[src/hdl/wbps_ortree.sv]
// ----------------------------------------------------------------------------
// wbps_ortree
// registered first level of the mismatch reduction
// ----------------------------------------------------------------------------
module wbps_ortree #(
    parameter int N     = 256,
    parameter int GROUP = 16
) (
    input  logic                         i_clk,
    input  logic [N-1:0]                 i_bits,
    output logic [(N+GROUP-1)/GROUP-1:0] o_groups
);
    localparam int NG = (N + GROUP - 1) / GROUP;

    logic [NG-1:0] r_grp;
    logic [NG-1:0] n_grp;

    always_comb begin
        n_grp = '0;
        for (int g = 0; g < NG; g++) begin
            for (int k = 0; k < GROUP; k++) begin
                if (g * GROUP + k < N) begin
                    n_grp[g] = n_grp[g] | i_bits[g * GROUP + k];
                end
            end
        end
    end

    always_ff @(posedge i_clk) begin
        r_grp <= n_grp;
    end

    assign o_groups = r_grp;

endmodule

[config.mk]
export PLATFORM = sky130hd
export DESIGN_NAME = wbps_ortree
export DESIGN_NICKNAME = d
export VERILOG_FILES = /design/src/hdl/wbps_ortree.sv
export SDC_FILE = /design/constraint.sdc
export NUM_CORES = 1
export LEC_CHECK = 0
export BUFFER_PORTS_ARGS = -buffer_cell sky130_fd_sc_hd__clkbuf_2
export CORE_AREA = 2 2 106 108
export CTS_BUF_LIST = sky130_fd_sc_hd__clkbuf_8
export CTS_CLUSTER_SIZE = 16
export DETAILED_ROUTE_END_ITERATION = 8
export DIE_AREA = 0 0 108 110
export PLACE_DENSITY = 0.42
export SETUP_SLACK_MARGIN = 0.15
export SLEW_MARGIN = 20
export SYNTH_ARGS = -nofsm -noshare
export SYNTH_HDL_FRONTEND = slang
export SYNTH_SLANG_ARGS = --single-unit
[constraint.sdc]
create_clock -name i_clk -period 0.8 [get_ports i_clk]
set_clock_uncertainty 0.1 [all_clocks]
set_input_delay 0.08 -clock i_clk [delete_from_list [all_inputs] [get_ports i_clk]]
set_output_delay 0.08 -clock i_clk [all_outputs]
set_load 0.005 [all_outputs]
==> flow_metrics.tcl <==
set metrics [dict create \
    finalSetupViolCount 16 \
    tightest_slew_ps 380.8 \
    pwr_density_cell_mw_per_mm2 819.3 \
    diodes 0 \
    final_design_area_no_fill_mm2 0.002780 \
    violations "negative hold slack, negative setup slack" \
    cts.sinks 16 \
    drc 0 \
    crit_family "flip-flops" \
    cts_root_buf "clkbuf_8" \
    cts_setup_buffers 0 \
    holdWs_ps -86.72 \
    critical_path.slowest_cell "dfxtp_2" \
    instances_no_fill 512 \
    cp_cell_sequence "buf_6" \
    hold_path_end "o_groups[13]" \
    synth-seq-area-share 0.3902 \
    yosys.area_share.simple 0.6098 \
    start_util 0.07673 \
    synth_top_family_by_area "simple AND/OR/NAND/NOR gates" \
    core_mm2 0.01070 \
    ant_nets 0 \
    fin_ws_ps -71.04 \
    finalCriticalPeriod_ps 871.0 \
    path_depth 1 \
    whs_path_depth 3 \
    cp.required_ps 620 \
    via_per_inst 3.963 \
    synthXorXnorAreaFrac 0 \
    row_count 38 \
    die_w_um 108 \
    clk_pin_slew_ps 80 \
    utilization 0.2599 \
    crit_path_max_incr_delay_ps 330 \
    grt_max_degree 9 \
    largest_reg_flops 16 \
    pre_cts_slack_ps -142.9 \
    ir_drop_v 0.0002775 \
    hold_violations 16 \
    yosysWarnings 0 \
    p_leak_nw 1.339 \
    ioPinCount 273 \
    cp_num_buf_inv 1 \
    dpl_cell_area_mm2 0.002665 \
    areaGrowthSynthToFinish_pct 238.7 \
    crit_path_max_fanout 1 \
    synthAdderAreaFrac 0 \
    synth_seq_cells 16 \
    grt_pass1_wl_um 8597 \
    ctsLongestPathBuffers 2 \
    syn_area_per_cell_um2 8.550 \
    syn-num-nets 353 \
    die_area_mm2 0.01188 \
    post_drt_wl_per_cell_um 12.64 \
    dieHeight_um 110 \
    cts_made_buffers 3 \
    vias 2029 \
    grt_pass1_vias 1926 \
    max_freq_ghz 1.148 \
    routed_wl_um 6474 \
    endpoint_kind "output pin" \
    netlist_instances 96 \
    hold_path_class "input port to flip-flop" \
    globalRouteOverflowTotal 0 \
    status "complete, but fails checks" \
    dp_hpwl_um 6103 \
    tritoncts "built" \
    start_kind "flip-flop" \
    synth_compound_area_frac 0 \
    dp_cells 509 \
    critical_path_class "flip-flop to output pin" \
    antenna_found_initial 0 \
    cp.arrival_ps 690 \
    ys_types 3 \
    firstDrtPassIters 4 \
    cap_viol_max_count 0 \
    rsz0062_at_grt "true" \
    drt-initial-drc-count 32 \
    numPortBuffers 272 \
    synth_area_um2 820.8 \
    finalMaxSlewViolations 0 \
    cts_max_level 1 \
    synthMuxAreaShare 0 \
    finalPower_mw 2.278 \
    hold_start "i_bits[223]" \
    slew_headroom 0.7438 \
    min_period_over_period 1.089 \
    layout-drive-gt1-share 0.8978 \
    setup_tns_ps -848.7 \
    finalWeightedCongestion 0.7316 \
    layout.nets 631 \
    track_usage 0.09416 \
]
[cell usage after synthesis]
library cell,instances,share of area
nor4_1,64,0.49
dfxtp_1,16,0.39
nand4_1,16,0.12
[power breakdown]
group          internal (mW)  total [mW]  switching (mW)
clock network          0.335       0.659           0.324
logic                  0.514       0.823           0.310
registers              0.795       0.795      0.00000661
total                   1.64        2.28           0.634
[kinds of logic after synthesis]
family / count (synthesis)
AND/OR/NAND/NOR: 80
flip-flops: 16
[cells in the final DEF, fill, tap and decap left out]
cell      Yosys  layout
buf_2         0       5
clkbuf_2      0     261
dfxtp_1      16       9
dfxtp_2       0       7
clkbuf_8      0       3
buf_6         0       6
nor4_1       64      13
nor4_4        0       1
nor4_2        0      50
buf_4         0       1
nand4_1      16      16
[per-layer routing]
metal | vias up | part of all wire | GRT usage
li1 | 1000 | - | -
met1 | 862 | 0.33 | 0.09583
met2 | 161 | 0.53 | 0.1860
met3 | 6 | 0.12 | 0.02234
met4 | 0 | 0.016 | 0.03388
met5 | - | 0 | 0
[worst max-delay path by stage]
stage                 start  slack [ps]            to
2_1_floorplan     i_bits[3]         150   o_groups[0]
3_3_place_gp    i_bits[200]        -150  o_groups[12]
3_5_place_dp    i_bits[129]        -140   o_groups[8]
4_1_cts         o_groups[5]         -90   o_groups[5]
5_1_grt        o_groups[11]        -100  o_groups[11]
6_report        o_groups[8]         -70   o_groups[8]
[layout make-up]
| class | count | area (um2) |
|---|---|---|
| fillers | 1189 | 7918 |
| repair buffers | 273 | 1406 |
| multi-input cells | 80 | 828.3 |
| flip-flops and latches | 16 | 329.1 |
| well taps | 140 | 175.2 |
| clock buffers | 3 | 41.29 |
[timing repair]
item                       CTS  global route
gates cloned                 0             0
hold endpoints to repair    16            16
gates resized for setup      5            21
setup endpoints to repair   18            18
Power figures use the tool's default switching activity.
