--- src/hdl/wbps_pkg.sv ---
// ----------------------------------------------------------------------------
// wbps_pkg
// shared types and constants of the wildcard byte pattern search
// ----------------------------------------------------------------------------
package wbps_pkg;

    // default parameter values
    localparam int MAX_PATTERN_DEF  = 256;
    localparam int ADDRESS_BITS_DEF = 48;

    // widths carried in the cell control struct (cover MAX_PATTERN up to 1024)
    localparam int CELL_IW = 10;
    localparam int CELL_LW = 11;

    // mismatch bits per first-level reduction group
    localparam int GROUP_SIZE = 16;

    // match length register
    localparam int             LEN_BITS  = 9;
    localparam logic [LEN_BITS-1:0] LEN_RESET = 9'd1;
    localparam logic           REG_MATCH_LEN = 1'b0;

    // op codes
    localparam logic OP_LOAD = 1'b0;
    localparam logic OP_SCAN = 1'b1;

    // wildcard mark value
    localparam logic WILDCARD_MARK = 1'b1;

    // broadcast control for the row of cells
    typedef struct packed {
        logic               scan;
        logic               rotate;
        logic               load;
        logic [CELL_IW-1:0] ins;
        logic [CELL_IW-1:0] load_idx;
        logic [7:0]         load_val;
        logic               load_wild;
        logic [7:0]         data;
        logic [CELL_LW-1:0] eff;
    } t_cell_ctrl;

endpackage

--- src/hdl/wbps_cell.sv ---
// ----------------------------------------------------------------------------
// wbps_cell
// one window slot: ring byte, pattern entry and its mismatch flag
// ----------------------------------------------------------------------------
module wbps_cell #(
    parameter int IDX = 0
) (
    input  logic                  i_clk,
    input  wbps_pkg::t_cell_ctrl  i_ctrl,
    input  logic [7:0]            i_next_byte,
    output logic [7:0]            o_byte,
    output logic                  o_mismatch
);
    import wbps_pkg::*;

    localparam logic [CELL_IW-1:0] ID  = CELL_IW'(IDX);
    localparam logic [CELL_LW-1:0] POS = CELL_LW'(IDX);

    logic [7:0] r_byte;
    logic [7:0] n_byte;
    logic [7:0] r_pat;
    logic       r_wild;

    // ring moves one slot down; the insertion slot takes the new byte on a scan
    always_comb begin
        n_byte = r_byte;
        if (i_ctrl.scan) begin
            n_byte = (i_ctrl.ins == ID) ? i_ctrl.data : i_next_byte;
        end else if (i_ctrl.rotate) begin
            n_byte = i_next_byte;
        end
    end

    always_ff @(posedge i_clk) begin
        r_byte <= n_byte;
        if (i_ctrl.load && (i_ctrl.load_idx == ID)) begin
            r_pat  <= i_ctrl.load_val;
            r_wild <= i_ctrl.load_wild;
        end
    end

    assign o_byte     = r_byte;
    assign o_mismatch = (POS < i_ctrl.eff) && (r_wild != WILDCARD_MARK) &&
                        (r_byte != r_pat);

endmodule

--- config.mk ---
export PLATFORM = sky130hd
export DESIGN_NAME = wbps_cell
export DESIGN_NICKNAME = d
export VERILOG_FILES = /design/src/hdl/wbps_pkg.sv /design/src/hdl/wbps_cell.sv
export SDC_FILE = /design/constraint.sdc
export NUM_CORES = 1
export LEC_CHECK = 0
export ABC_CLOCK_PERIOD_IN_PS = 2710
export BUFFER_PORTS_ARGS = -buffer_cell sky130_fd_sc_hd__buf_2
export CAP_MARGIN = 20
export CORE_MARGIN = 3
export CORE_UTILIZATION = 40
export CTS_CLUSTER_DIAMETER = 150
export DETAILED_ROUTE_END_ITERATION = 10
export PLACE_DENSITY = 0.83
export SYNTH_ARGS = -nofsm -noshare
export SYNTH_HDL_FRONTEND = slang
export SYNTH_SLANG_ARGS = --single-unit
--- constraint.sdc ---
create_clock -name i_clk -period 2.71 [get_ports i_clk]
set_clock_uncertainty 0.1 [all_clocks]
set_input_delay 0 -clock i_clk [delete_from_list [all_inputs] [get_ports i_clk]]
set_output_delay 0 -clock i_clk [all_outputs]
set_load 0.005 [all_outputs]
==> results.py <==
metrics = {
    "outcome": {
        "outcome": "complete, no violations",
    },
    "layout": {
        "multi_input_area_um2": 309,
        "drive_above_1_share_pct": 58.1,
        "seq_area_um2": 510,
        "fin_nets": 209,
        "utilization_pct": 81.8,
        "nFillCells": 112,
        "area_growth_syn_to_layout_pct": 83.1,
        "antennaDiodeCount": 0,
        "fin_cells": 173,
    },
    "synth": {
        "synth.most_common_cell": "edfxtp_1",
        "synthCells": 49,
        "syn-cell-area_um2": 813,
        "syn_area_per_cell_um2": 16.6,
        "synth-main-ff-cell": "edfxtp_1",
        "yosys.area.top_type_share_pct": 62.8,
        "yosysUniqueCellTypes": 13,
        "synth_area_leaders": "edfxtp_1, mux2_2, xor2_1, nor4_1, nor4b_4",
        "syn-num-nets": 109,
        "yosysSeqAreaShare_pct": 62.8,
        "synth_common_cells": "edfxtp_1, mux2_2, xor2_1, nor4_1, nor3_1",
        "synth_edf_count": 17,
        "ys_ff_latch": 17,
        "ys_warn_count": 0,
        "async_reset_ff_share_pct": 0,
        "yosysTopAreaCell": "edfxtp_1",
    },
    "critical_path": {
        "endpoint_kind": "flop",
        "path_cells": "dlygate4sd3_1, buf_2, nor4_2, dlygate4sd3_1",
        "cpMostUsedCell": "dlygate4sd3_1",
        "cp_slowest_cell": "dlygate4sd3_1",
        "crit_path_start_kind": "input port",
        "cp_num_buf_inv": 3,
        "cp.required_ps": 2560,
        "crit_arrival_ps": 1700,
        "crit_fanout": 9,
        "slowest_delay_ps": 820,
        "critPathKind": "input port to flop",
        "crit_family": "buffers and inverters",
    },
    "timing": {
        "hold_violations": 0,
        "rsz0062_at_grt": "false",
        "setup_slack_ps": 862,
        "timing.final.crit_share_pct": 68.2,
        "max_freq_mhz": 541,
        "worst_pin_slew_ps": 391,
        "fin_tns_setup_ps": 0,
        "min_period_ps": 1850,
        "setup_viol": 0,
        "drv_slew": 0,
        "max-slew-margin-rel_pct": 73.9,
    },
    "global_routing": {
        "antenna_found_initial": 0,
        "grt_usage_pct": 19.2,
        "overflow": 0,
        "grt_max_degree": 11,
        "grt_pass1_vias": 904,
        "grt_pass1_wl_um": 3650,
    },
    "route": {
        "wl_per_cell_um": 13.4,
        "route.vias.total": 808,
        "ant_nets": 0,
        "vias_per_cell": 4.67,
        "drtPass1Iterations": 3,
        "remaining_drc_errors": 0,
        "dr.first_iter.drc_count": 18,
        "finalWirelength_um": 2330,
    },
    "clock_network": {
        "cts_buffers": 3,
        "cts.sinks": 17,
        "clk_pin_slew_ps": 100,
        "cts-root-buf": "clkbuf_4",
        "cts_tree": "built",
        "cts-htree-levels": 1,
        "clock_path_buffers": 2,
    },
    "die": {
        "initial_utilization_pct": 44.7,
        "coreArea_um2": 1820,
        "fp.dieH_um": 51.1,
        "ios": 69,
        "rows": 15,
        "die_area_um2": 2610,
        "die_w_um": 51.1,
    },
    "run": {
        "max-cap-violations": 0,
    },
    "min_path": {
        "min_from": "i_ctrl[49]",
        "hold_depth": 2,
        "holdPathEnd": "o_byte[4]",
        "hold_class": "input port to flop",
    },
    "power": {
        "vdd_drop_max_mv": 0.234,
        "power.density_nw_per_um2": 370,
        "p_leak_nw": 0.655,
    },
    "placed_design": {
        "place_congestion": 0.778,
        "place_ws_ps": 1010,
        "dp_cells": 142,
        "hpwl_um": 1680,
        "io_buffers": 68,
    },
}
-- state kept, by name (all words and copies together), names as in the netlist --
signal and flops:
r_pat 8, o_byte 8, r_wild 1
-- area by class of cell --
cell class,instances,area share [%]
clock buffers,3,1.51
clock inverters,1,0.336
multi-input cells,32,20.8
flip-flops and latches,17,34.3
well taps,25,2.10
repair buffers,95,41.0
-- repair_timing --
item	in CTS	in global routing
setup buffers	0	0
endpoints found under the hold margin	26	0
resized for setup	0	0
hold buffers	27	0
endpoints found under the setup margin	0	0
-- worst max path at each step --
stage                           to  slack [ps]        from  cells past startpoint
final                     r_pat[0]         860  i_ctrl[36]                      4
after global routing        r_wild         780  i_ctrl[36]                      4
after CTS                 r_pat[6]         910  i_ctrl[36]                      4
after detailed placement    r_wild        1010  i_ctrl[30]                      4
after global placement    r_pat[1]        1070  i_ctrl[30]                      4
after floorplan           r_pat[0]         940  i_ctrl[30]                      3
-- power by group --
group          leakage, nW  total, mW  internal [mW]  switching, mW
registers            0.162      0.311          0.302        0.00864
clock network       0.0177      0.133         0.0547         0.0778
logic                0.475      0.108         0.0735         0.0343
total                0.655      0.551          0.430          0.121
-- layout by cell type (no fill, tap or decap) --
cell,count
nor4_2,1
a31o_2,1
nor4b_4,1
clkbuf_4,3
mux2_2,8
nor4_4,1
nor4_1,5
edfxtp_1,17
or2_2,1
nand3_4,1
clkinv_2,1
nor3_1,2
dlygate4sd3_1,27
a21oi_1,1
xor2_1,8
buf_2,68
nor4b_1,1
nand2_1,1
-- cells by family (layout without fill, tap and decap cells) --
logic type / Yosys count / after routing / share of synthesized area (%)
flops: 17 / 17 / 62.8
simple gates: 14 / 14 / 15.8
xor+xnor: 8 / 8 / 8.62
mux: 8 / 8 / 11.1
compound gates: 2 / 2 / 1.69
buf+inv: 0 / 99 / 0
-- through the flow --
step	cell area [µm²]	power [mW]	hold WS, ps
after global routing	1490	0.575	47.4
after detailed placement	1190	0.395	78.4
after CTS	1490	0.549	35.6
after global placement	1190	0.392	79.2
final	1490	0.551	45.3
after floorplan	813	0.336	-1.13
-- metal layers --
metal / vias to the layer above / part of all wire (%) / track usage (%)
met2: 35 / 58 / 39.5
met5: - / 0 / 0
met1: 376 / 35 / 18.0
met4: 0 / 1.3 / 11.7
met3: 2 / 5.5 / 0.583
li1: 395 / - / -
(Power assumes the default switching activity.)
